## src/rtl/cst_pkg.sv

```systemverilog
// Package for the character stream tokenizer: types, constants, char classes.
// No dependencies.
package cst_pkg;
    localparam int TableEntries = 64;
    localparam int MaxIdLen     = 16;
    localparam int IdxW         = $clog2(TableEntries);
    localparam int CntW         = $clog2(TableEntries + 1);
    localparam int LenW         = $clog2(MaxIdLen + 1);
    localparam int PosW         = $clog2(MaxIdLen);
    localparam int StoreDepth   = TableEntries * MaxIdLen;
    localparam int StoreAw      = $clog2(StoreDepth);

    localparam logic [2:0] KIND_NUMBER = 3'd0;
    localparam logic [2:0] KIND_IDENT  = 3'd1;
    localparam logic [2:0] KIND_TRUE   = 3'd2;
    localparam logic [2:0] KIND_FALSE  = 3'd3;
    localparam logic [2:0] KIND_OP     = 3'd4;

    localparam logic [7:0] CH_ZERO  = 8'd48;
    localparam logic [7:0] CH_SLASH = 8'd47;
    localparam logic [7:0] CH_STAR  = 8'd42;
    localparam logic [7:0] CH_NL    = 8'd10;

    typedef enum logic [6:0] {
        MODE_IDLE  = 7'b0000001,
        MODE_NUM   = 7'b0000010,
        MODE_NAME  = 7'b0000100,
        MODE_SLASH = 7'b0001000,
        MODE_LINE  = 7'b0010000,
        MODE_BLOCK = 7'b0100000,
        MODE_STAR  = 7'b1000000
    } mode_t;

    typedef struct packed {
        logic [7:0] ch;
        logic       end_of_input;
    } in_item_t;

    typedef struct packed {
        logic [2:0]  kind;
        logic [31:0] number_value;
        logic [5:0]  entry_index;
        logic        is_new;
        logic [7:0]  op_char;
        logic        name_truncated;
        logic        table_full;
        logic [15:0] line_number;
        logic        last;
    } out_item_t;

    // controller -> datapath
    typedef struct packed {
        logic       search_init; // start table search at entry 0
        logic       search_step; // advance compare
        logic       insert_step; // write one byte of new name
        logic       insert_done; // finalize insertion
    } dp_cmd_t;

    // datapath -> controller
    typedef struct packed {
        logic found;
        logic miss;      // searched all entries
        logic ins_last;  // last byte being written
        logic can_insert;
    } dp_sts_t;

    function automatic logic is_space(input logic [7:0] c);
        return (c == 8'd32) || (c >= 8'd9 && c <= 8'd13);
    endfunction
    function automatic logic is_digit(input logic [7:0] c);
        return c >= 8'd48 && c <= 8'd57;
    endfunction
    function automatic logic is_letter(input logic [7:0] c);
        return (c >= 8'd65 && c <= 8'd90) || (c >= 8'd97 && c <= 8'd122);
    endfunction
endpackage

```

## src/rtl/cst_ctrl.sv

```systemverilog
// Tokenizer controller: scan mode machine, number accumulator, line count, output.
// Depends on cst_pkg and drives cst_symtab.
module cst_ctrl (
    input  logic                 clk,
    input  logic                 rst_n,
    input  logic                 in_valid,
    output logic                 in_ready,
    input  cst_pkg::in_item_t    in_data,
    output logic                 out_valid,
    input  logic                 out_ready,
    output cst_pkg::out_item_t   out_data,
    output cst_pkg::dp_cmd_t     cmd,
    output logic                 name_clear,
    output logic                 name_push,
    output logic [7:0]           name_char,
    input  cst_pkg::dp_sts_t     sts,
    input  logic [cst_pkg::IdxW-1:0] hit_index,
    input  logic [cst_pkg::IdxW-1:0] new_index,
    input  logic                 name_cut
);
    import cst_pkg::*;

    typedef enum logic [4:0] {
        ST_ACCEPT = 5'b00001,
        ST_SEARCH = 5'b00010,
        ST_INSERT = 5'b00100,
        ST_EMIT   = 5'b01000,
        ST_SECOND = 5'b10000
    } st_t;

    st_t         st_reg, st_next;
    mode_t       mode_reg, mode_next;
    logic [31:0] acc_reg, acc_next;
    logic [15:0] line_reg, line_next;
    in_item_t    item_reg;
    logic        item_en;
    out_item_t   ob_reg, ob_next;
    logic        ov_reg, ov_next;
    out_item_t   tok_reg, tok_next;   // pending first token
    logic        tok_en;
    logic        two_reg, two_next;   // second token exists
    out_item_t   sec_reg, sec_next;

    logic [7:0] c;
    logic       eoi, accept;
    assign accept = in_valid && in_ready;
    // held character once the item has been taken
    assign c   = (st_reg == ST_ACCEPT) ? in_data.ch : item_reg.ch;
    assign eoi = in_data.end_of_input;

    // output slot free after this edge
    logic slot_free;
    assign slot_free = !ov_reg || out_ready;
    assign in_ready  = (st_reg == ST_ACCEPT) && slot_free;

    function automatic out_item_t mk(input logic [2:0] k, input logic [31:0] n,
                                     input logic [7:0] op, input logic [15:0] ln,
                                     input logic lst);
        out_item_t r;
        r = '0;
        r.kind = k;
        r.number_value = n;
        r.op_char = op;
        r.line_number = ln;
        r.last = lst;
        return r;
    endfunction

    logic [15:0] line_inc;
    assign line_inc = (line_reg == 16'hFFFF) ? line_reg : line_reg + 16'd1;
    logic [31:0] acc_x10;
    assign acc_x10 = {acc_reg[28:0], 3'b000} + {acc_reg[30:0], 1'b0};

    // idle handling: returns op token flag, next mode, line, acc, name start
    logic       id_op, id_name;
    mode_t      id_mode;
    logic [15:0] id_line;
    logic [31:0] id_acc;
    always_comb
    begin
        id_op = 1'b0; id_name = 1'b0; id_mode = MODE_IDLE;
        id_line = line_reg; id_acc = acc_reg;
        if (is_space(c))
        begin
            if (c == CH_NL) id_line = line_inc;
        end
        else if (is_digit(c))
        begin
            id_acc = {24'd0, c - CH_ZERO};
            id_mode = MODE_NUM;
        end
        else if (c == CH_SLASH)
            id_mode = MODE_SLASH;
        else if (is_letter(c))
        begin
            id_name = 1'b1;
            id_mode = MODE_NAME;
        end
        else
            id_op = 1'b1;
    end

    always_comb
    begin
        st_next = st_reg; mode_next = mode_reg; acc_next = acc_reg;
        line_next = line_reg; ob_next = ob_reg; ov_next = ov_reg;
        tok_next = tok_reg; two_next = two_reg; sec_next = sec_reg;
        item_en = 1'b0; tok_en = 1'b0;
        cmd = '0; name_clear = 1'b0; name_push = 1'b0; name_char = c;
        if (ov_reg && out_ready) ov_next = 1'b0;
        case (st_reg)
            ST_ACCEPT:
            begin
                if (accept)
                begin
                    item_en = 1'b1;
                    if (eoi)
                    begin
                        mode_next = MODE_IDLE;
                        acc_next = '0;
                        case (mode_reg)
                            MODE_NUM:
                            begin
                                ob_next = mk(KIND_NUMBER, acc_reg, 8'd0, line_reg, 1'b1);
                                ov_next = 1'b1;
                            end
                            MODE_SLASH:
                            begin
                                ob_next = mk(KIND_OP, 32'd0, CH_SLASH, line_reg, 1'b1);
                                ov_next = 1'b1;
                            end
                            MODE_NAME:
                            begin
                                two_next = 1'b0;
                                cmd.search_init = 1'b1;
                                st_next = ST_SEARCH;
                            end
                            default: ;
                        endcase
                        if (mode_reg != MODE_NAME)
                            name_clear = 1'b1;
                    end
                    else
                    begin
                        case (mode_reg)
                            MODE_NUM:
                            begin
                                if (is_digit(c))
                                    acc_next = acc_x10 + {24'd0, c - CH_ZERO};
                                else
                                begin
                                    mode_next = id_mode; line_next = id_line;
                                    acc_next = id_acc;
                                    name_clear = id_name; name_push = id_name;
                                    ob_next = mk(KIND_NUMBER, acc_reg, 8'd0, line_reg, !id_op);
                                    ov_next = 1'b1;
                                    if (id_op)
                                    begin
                                        sec_next = mk(KIND_OP, 32'd0, c, id_line, 1'b1);
                                        st_next = ST_SECOND;
                                    end
                                end
                            end
                            MODE_NAME:
                            begin
                                if (is_letter(c))
                                    name_push = 1'b1;
                                else
                                begin
                                    // line update deferred: token shows old line
                                    two_next = id_op;
                                    cmd.search_init = 1'b1;
                                    st_next = ST_SEARCH;
                                end
                            end
                            MODE_SLASH:
                            begin
                                if (c == CH_SLASH) mode_next = MODE_LINE;
                                else if (c == CH_STAR) mode_next = MODE_BLOCK;
                                else
                                begin
                                    mode_next = id_mode; line_next = id_line;
                                    acc_next = id_acc;
                                    name_clear = id_name; name_push = id_name;
                                    ob_next = mk(KIND_OP, 32'd0, CH_SLASH, line_reg, !id_op);
                                    ov_next = 1'b1;
                                    if (id_op)
                                    begin
                                        sec_next = mk(KIND_OP, 32'd0, c, id_line, 1'b1);
                                        st_next = ST_SECOND;
                                    end
                                end
                            end
                            MODE_LINE:
                            begin
                                if (c == CH_NL)
                                begin
                                    line_next = line_inc; mode_next = MODE_IDLE;
                                end
                            end
                            MODE_BLOCK:
                            begin
                                if (c == CH_NL) line_next = line_inc;
                                else if (c == CH_STAR) mode_next = MODE_STAR;
                            end
                            MODE_STAR:
                            begin
                                if (c == CH_SLASH) mode_next = MODE_IDLE;
                                else if (c != CH_STAR)
                                begin
                                    if (c == CH_NL) line_next = line_inc;
                                    mode_next = MODE_BLOCK;
                                end
                            end
                            default:
                            begin
                                mode_next = id_mode; line_next = id_line;
                                acc_next = id_acc;
                                name_clear = id_name; name_push = id_name;
                                if (id_op)
                                begin
                                    ob_next = mk(KIND_OP, 32'd0, c, line_reg, 1'b1);
                                    ov_next = 1'b1;
                                end
                            end
                        endcase
                    end
                end
            end
            ST_SEARCH:
            begin
                cmd.search_step = 1'b1;
                if (sts.found)
                begin
                    tok_en = 1'b1;
                    tok_next = mk((hit_index == IdxW'(0)) ? KIND_TRUE :
                                  (hit_index == IdxW'(1)) ? KIND_FALSE : KIND_IDENT,
                                  32'd0, 8'd0, line_reg, 1'b0);
                    tok_next.entry_index = 6'(hit_index);
                    tok_next.name_truncated = name_cut;
                    st_next = ST_EMIT;
                end
                else if (sts.miss)
                begin
                    tok_en = 1'b1;
                    tok_next = mk(KIND_IDENT, 32'd0, 8'd0, line_reg, 1'b0);
                    tok_next.name_truncated = name_cut;
                    if (sts.can_insert)
                    begin
                        tok_next.entry_index = 6'(new_index);
                        tok_next.is_new = 1'b1;
                        st_next = ST_INSERT;
                    end
                    else
                    begin
                        tok_next.table_full = 1'b1;
                        st_next = ST_EMIT;
                    end
                end
            end
            ST_INSERT:
            begin
                cmd.insert_step = 1'b1;
                if (sts.ins_last)
                    st_next = ST_EMIT;
            end
            ST_EMIT:
            begin
                if (slot_free)
                begin
                    if (tok_reg.is_new) cmd.insert_done = 1'b1;
                    ob_next = tok_reg;
                    ob_next.last = !two_reg;
                    ov_next = 1'b1;
                    mode_next = MODE_IDLE;
                    name_clear = 1'b1;
                    if (item_reg.end_of_input)
                    begin
                        acc_next = '0;
                        st_next = ST_ACCEPT;
                    end
                    else
                    begin
                        mode_next = id_mode; line_next = id_line; acc_next = id_acc;
                        name_push = id_name; name_char = item_reg.ch;
                        if (two_reg)
                        begin
                            sec_next = mk(KIND_OP, 32'd0, item_reg.ch, id_line, 1'b1);
                            st_next = ST_SECOND;
                        end
                        else
                            st_next = ST_ACCEPT;
                    end
                end
            end
            ST_SECOND:
            begin
                if (slot_free)
                begin
                    ob_next = sec_reg;
                    ov_next = 1'b1;
                    st_next = ST_ACCEPT;
                end
            end
            default: st_next = ST_ACCEPT;
        endcase
    end

    always_ff @(posedge clk)
    begin
        if (item_en) item_reg <= in_data;
        if (tok_en) tok_reg <= tok_next;
        if (ov_next && !(ov_reg && !out_ready)) ob_reg <= ob_next;
        sec_reg <= sec_next;
    end

    always_ff @(posedge clk or negedge rst_n)
    begin
        if (!rst_n)
        begin
            st_reg   <= ST_ACCEPT;
            mode_reg <= MODE_IDLE;
            acc_reg  <= '0;
            line_reg <= 16'd1;
            ov_reg   <= 1'b0;
            two_reg  <= 1'b0;
        end
        else
        begin
            st_reg   <= st_next;
            mode_reg <= mode_next;
            acc_reg  <= acc_next;
            line_reg <= line_next;
            ov_reg   <= ov_next;
            two_reg  <= two_next;
        end
    end

    assign out_valid = ov_reg;
    assign out_data  = ob_reg;
endmodule

```

## config.mk

```make
export PLATFORM = sky130hd
export DESIGN_NAME = cst_ctrl
export DESIGN_NICKNAME = d
export VERILOG_FILES = /design/src/rtl/cst_pkg.sv /design/src/rtl/cst_ctrl.sv
export SDC_FILE = /design/constraint.sdc
export NUM_CORES = 1
export LEC_CHECK = 0
export ABC_AREA = 1
export BUFFER_PORTS_ARGS = -buffer_cell sky130_fd_sc_hd__buf_4
export CELL_PAD_IN_SITES_DETAIL_PLACEMENT = 2
export CELL_PAD_IN_SITES_GLOBAL_PLACEMENT = 2
export CORE_MARGIN = 4
export CORE_UTILIZATION = 36
export CTS_CLUSTER_DIAMETER = 120
export DETAILED_ROUTE_END_ITERATION = 7
export PLACE_DENSITY = 0.8
export SLEW_MARGIN = 20
export SYNTH_ARGS = -nofsm -noshare
export SYNTH_HDL_FRONTEND = slang
export SYNTH_SLANG_ARGS = --single-unit
```

## constraint.sdc

```tcl
create_clock -name clk -period 4.5 [get_ports clk]
set_input_delay 0.45 -clock clk [delete_from_list [all_inputs] [get_ports clk]]
set_output_delay 0.45 -clock clk [all_outputs]
set_load 0.01 [all_outputs]
```

### After elaboration in Yosys (flattened, before gate mapping)

Cells that the tools add are included.

* register bits after elaboration: 237
* input port bits: 30
* output and inout bits: 85
* logic and storage cells: 273

* add/sub/neg operators: 4
* order comparisons: 8
* equality and inequality tests: 49
* multiplexer cells: 146
* reduce and logical (&&, ||, !) cells: 34

Operator list (number)
* $mux 69: 19
* $pmux 69 s2: 3
* $pmux 69 s3: 2
* $mux 32: 9
* $mux 16: 12
* $pmux 32 s3: 1
* $mux 7: 13
* $pmux 16 s5: 1
* $mux 5: 15
* $pmux 32 s2: 1
* $mux 1: 48
* $pmux 7 s6: 1
* $reduce_and 11->1: 3
* $add 32x32->32: 1
* $add 32x8->32: 1
* $mux 8: 4
* $pmux 16 s2: 1
* $ne 4x4->1 const B: 7
* $pmux 5 s5: 1
* $eq 8x6->1 const B: 3
* $ne 3x3->1 const B: 8
* $ne 2x2->1 const B: 9
* $add 16x1->16 const B: 1
* $eq 16x16->1 const B: 1
* 49 further kinds: 76

### Longest topological paths before layout

* depth in word-level cells: 16
* depth in mapped cells: 24
* gate-level depth less buffers: 24

### Worst setup path before layout

No wires, ideal clock.

* path kind: register to register
* from: reg st_reg[0]
* to: reg ob_reg, in the netlist out_data[0] (enable)
* library setup time: 0.423 ns
* arrival: 3.236 ns
* data required time: 4.077 ns
* slack: 0.841 ns
* stages on the path, launching flop included: 14
* buffers on the path: 2
* period minus slack after synthesis: 3.659 ns
* cells stage by stage: dfstp_2 > buf_2 > nor2_1 > nand2_1 > nor3_4 > inv_2 > nand2_1 > clkbuf_1 > o21ai_0 > a21oi_1 > nand4_1 > nor2_1 > o21ai_0 > inv_1

* longest elaborated chain between the ends: 16
* elaborated cells between the ends (all ways): 48
* those cells by class: order compare (8); eq/ne (15); mux (13); reduce/logical (12)

Ends and longest elaborated chain
* start: declaration: line cst_ctrl.sv:31 `st_t st_reg, st_next;`
* start signal: assignment: line cst_ctrl.sv:330 `st_reg <= st_next;`
* $eq 5x1->1: line cst_ctrl.sv:48, cst_ctrl.sv:54, cst_ctrl.sv:111
* $mux 8: line cst_ctrl.sv:48 `assign c = (st_reg == ST_ACCEPT) ? in_data.ch : item_reg.ch;`
* $ge 8x7->1 or $le 8x7->1 (tied branches): line cst_pkg.sv:74 `return (c >= 8'd65 && c <= 8'd90) || (c >= 8'd97 && c <= 8'd122);`
* $logic_and 1x1->1: line cst_pkg.sv:74
* $logic_or 1x1->1: line cst_pkg.sv:74
* $mux 1: line cst_ctrl.sv:94 `else if (is_letter(c))`
* $mux 1: line cst_ctrl.sv:92 `else if (c == CH_SLASH)`
* $mux 1: line cst_ctrl.sv:87 `else if (is_digit(c))`
* $mux 1: line cst_ctrl.sv:83 `if (is_space(c))`
* $mux 1: line cst_ctrl.sv:220 `if (id_op)`
* $pmux 1 s3: line cst_ctrl.sv:145 `case (mode_reg)`
* $mux 1: line cst_ctrl.sv:117 `if (eoi)`
* $mux 1: line cst_ctrl.sv:114 `if (accept)`
* $pmux 1 s2: line cst_ctrl.sv:111 `case (st_reg)`
* $logic_and 1x1->1: line cst_ctrl.sv:313 `if (ov_next && !(ov_reg && !out_ready)) ob_reg <= ob_next;`
* $reduce_and 11->1 (no line) *
* end signal: assignment: line cst_ctrl.sv:313
* end: declaration: line cst_ctrl.sv:37 `out_item_t ob_reg, ob_next;`

Mark *: on every way between the ends. The rest lies on a longest branch, timed or not.
A chain may end at the register's enable or synchronous reset.

### Final worst setup path

* from: reg st_reg[0]
* to: reg acc_reg[29]

* longest elaborated chain between the ends: 12
* elaborated cells between the ends (all ways): 35
* those cells by class: add/sub (2); order compare (4); eq/ne (10); mux (12); reduce/logical (7)

Ends and longest elaborated chain
* branches (longest 12 deep; another with $add 32x8->32)
* end signal: assignment: line cst_ctrl.sv:332 `acc_reg <= acc_next;`
* end: declaration: line cst_ctrl.sv:33 `logic [31:0] acc_reg, acc_next;`

Parallel ways; which one is timed is not known. The select of a mux whose other input is x is not followed.

==> reports/results.ini <==
[floorplan]
io_pins = 115
rows = 65
dieHeight_um = 188
die_w_um = 188
initial_core_util = 0.366
coreArea_um2 = 31700
die-area_um2 = 35200

[finish]
regArea_um2 = 5430
nNetsFinal = 1641
final_layout_size_suffix_gt1_frac = 0.132
fillers = 3626
areaGrowthSynthToFinish_pct = 16.8
fin_util = 0.428
largest_reg_flops = 69
multi_input_area_um2 = 5350
n_antenna_cell = 0

[setup_path]
cp-end-kind = flip-flop
critPathKind = flip-flop to flip-flop
crit_required_ns = 4.91
timing.rr.start = st_reg[0]
setup.worst_path.start = st_reg[0]
crit_arrival_ns = 4.50
r2r-end = acc_reg[29]
start_kind = flip-flop
critPathMaxFanout = 16
reg2reg_slack_ns = 0.41
reg2regPathDepth = 23
crit_end = acc_reg[29]

[placement]
gp_congestion = 0.859
dp_slack_ns = 0.223
portBuffers = 114
hpwl_um = 31000

[sta]
worst-slew-pin-transition_ns = 1.09
slew_headroom = 0.273
fin_crit_sh = 0.908
fmax_mhz = 245
finalMaxSlewViolations = 0
finalClockSkew_ns = 0.0196
finalHoldViolCount = 0
min_period_ns = 4.09
setup_slack_ns = 0.414
setup-tns-final_ns = 0
finalSetupViolations = 0
holdWs_ns = 0.103

[detailed_routing]
dr_total_vias = 10400
drt_pass1_iterations = 5
viasPerCell = 5.30
drtIter0Drc = 478
final_antenna_net_count = 0
wl_per_cell_um = 21.4
dr.max_layer_used = met4
drc = 0
met1_length_um = 19600
wirelength_um = 42100
wl_met3_um = 1150
wl_met2_um = 20500

[pwr]
internal_power_mw = 4.60
p_clk_frac = 0.192
seqPwrFrac = 0.348
combPwrFrac = 0.460
p_leak_nw = 6.29
p_sw_mw = 3.58
swShare = 0.438
p_per_area_nw_per_um2 = 603
ir_worst_vdd_v = 0.000377

[synthesis]
synth_largest_type_area_fraction = 0.333
synth.most_common_cell = nand2_1
synth_edf_count = 129
avgSynthCellArea_um2 = 8.14
ys_seq_area_frac = 0.467
synth_top_cell_by_area = edfxtp_1
synth_area_um2 = 11600
ys_top_cells_by_count = 419 x nand2_1, 179 x inv_1, 155 x nor2_1
yosysWarnings = 0
syn-instance-count = 1427
synth_cell_types = 52
ys_top_cells_by_area = edfxtp_1 33%, nand2_1 14%, dfrtp_1 13%
async_reset_ff_frac = 0.325
syn-num-nets = 1518
ys_ff_latch = 191
ys.flop_type = edfxtp_1

[global_route]
grt_pass1_wl_um = 66100
overflow = 0
antenna_found_initial = 0
grt_max_degree = 63
grt_pass1_vias = 11500
grtUsageTotal = 0.240

[cts]
htreeDepth = 4
insertion_delay_ns = 0.48
cts_sinks = 191
cts.clk_slew.worst_paths_ns = 0.08
cts_hold_buffers = 0
cts_buffer_depth = 2
cts_tree = done
numCtsBuffers = 17
clockRootBuffer = clkbuf_16

[status]
status = completed

[hold_path]
worstHoldPathType = input pin to asynchronous set/reset pin

[run]
drv_cap = 0

repair_timing:
item                                    in CTS  in global routing
setup buffers                                0                  4
endpoints found under the setup margin       0                  9
gates resized for setup                      0                  2
layout make-up:
class | count | share of cell area
inverters | 184 | 0.0510
clock inverters | 14 | 0.0110
well taps | 402 | 0.0371
multi-input cells | 1024 | 0.394
repair buffers | 132 | 0.0749
clock buffers | 18 | 0.0316
flip-flops and latches | 191 | 0.400
worst max-delay path: stages, from the launching register on:
cell	delay, ns
dfstp_4	0.73
nand3_4	0.20
nand2_1	0.15
nand2_1	0.16
nand2_2	0.16
inv_1	0.10
o21ai_0	0.14
o21ai_0	0.15
fa_1	0.46
ha_1	0.37
nand2_1	0.13
o21ai_0	0.26
inv_1	0.07
nand2_1	0.12
nand2_1	0.06
nand2_1	0.14
nand2_1	0.12
nand2_1	0.09
nand2_1	0.05
nand3_1	0.07
nand2_1	0.06
nand2_1	0.09
nand3_1	0.06
nand2_1	0.07
cells by family after synthesis:
logic type,Yosys count,synth area share
XOR/XNOR,27,0.0204
AO/OA/AOI/OAI,178,0.0865
flip-flops,191,0.467
AND/OR/NAND/NOR,756,0.281
multiplexers,2,0.00172
buffers and inverters,212,0.0731
adder cells (fa/ha/maj),61,0.0696
layout by cell type (no fill, tap or decap), drive strengths merged:
master,netlist,final
a21o,5,5
buf,17,132
edfxtp,129,129
a22o,2,2
a21oi,59,59
or2,3,3
and3,1,1
o21bai,3,3
nand3b,3,3
nand2,427,427
ha,55,55
nor3,26,26
nor4,4,4
xor2,20,20
a21boi,1,1
and2,1,1
nand3,102,102
clkbuf,11,18
nand4,22,22
fa,6,6
bufinv,0,1
mux2i,2,2
clkinv,1,7
o211ai,20,20
o21ai,79,79
nor3b,1,1
o22ai,2,2
nor2,166,166
inv,183,189
a31oi,2,2
o31ai,1,1
clkinvlp,0,1
o311ai,1,1
o21a,3,3
dfstp,3,3
xnor2,7,7
dfrtp,59,59
per-layer routing:
layer | GRT usage | vias up
li1 | - | 4951
met1 | 0.317 | 5247
met2 | 0.410 | 173
met3 | 0.0370 | 52
met4 | 0.0655 | 0
met5 | 0 | -
power groups by stage:
| stage | clock, mW | combinational (mW) | sequential, mW |
|---|---|---|---|
| after global placement | 0 | 3.60 | 2.83 |
| after global routing | 1.67 | 4.14 | 2.91 |
| after floorplan | 0 | 2.06 | 2.97 |
| after CTS | 1.61 | 3.77 | 2.85 |
| final | 1.57 | 3.76 | 2.85 |
| after detailed placement | 0 | 3.72 | 2.87 |
metrics by stage:
| stage | instances | power, mW | instance area, um^2 |
|---|---|---|---|
| 3_5_place_dp | 1929 | 6.59 | 13000 |
| 2_1_floorplan | 1427 | 5.02 | 11600 |
| 6_report | 1965 | 8.19 | 13600 |
| 4_1_cts | 1961 | 8.24 | 13500 |
| 3_3_place_gp | 1929 | 6.43 | 13000 |
| 5_1_grt | 1965 | 8.71 | 13600 |
how the worst min path moves through the flow:
stage / start / endpoint / slack [ns] / cells after the start
after floorplan: rst_n / acc_reg[0] / 0.15 / 0
after global placement: line_reg[15] / tok_reg[16] / 0.46 / 0
after detailed placement: mode_reg[0] / mode_reg[0] / 0.48 / 2
after CTS: rst_n / line_reg[10] / 0.13 / 1
after global routing: name_cut / tok_reg[18] / 0.14 / 1
final: rst_n / line_reg[10] / 0.10 / 1
Power figures use the tool's default switching activity.
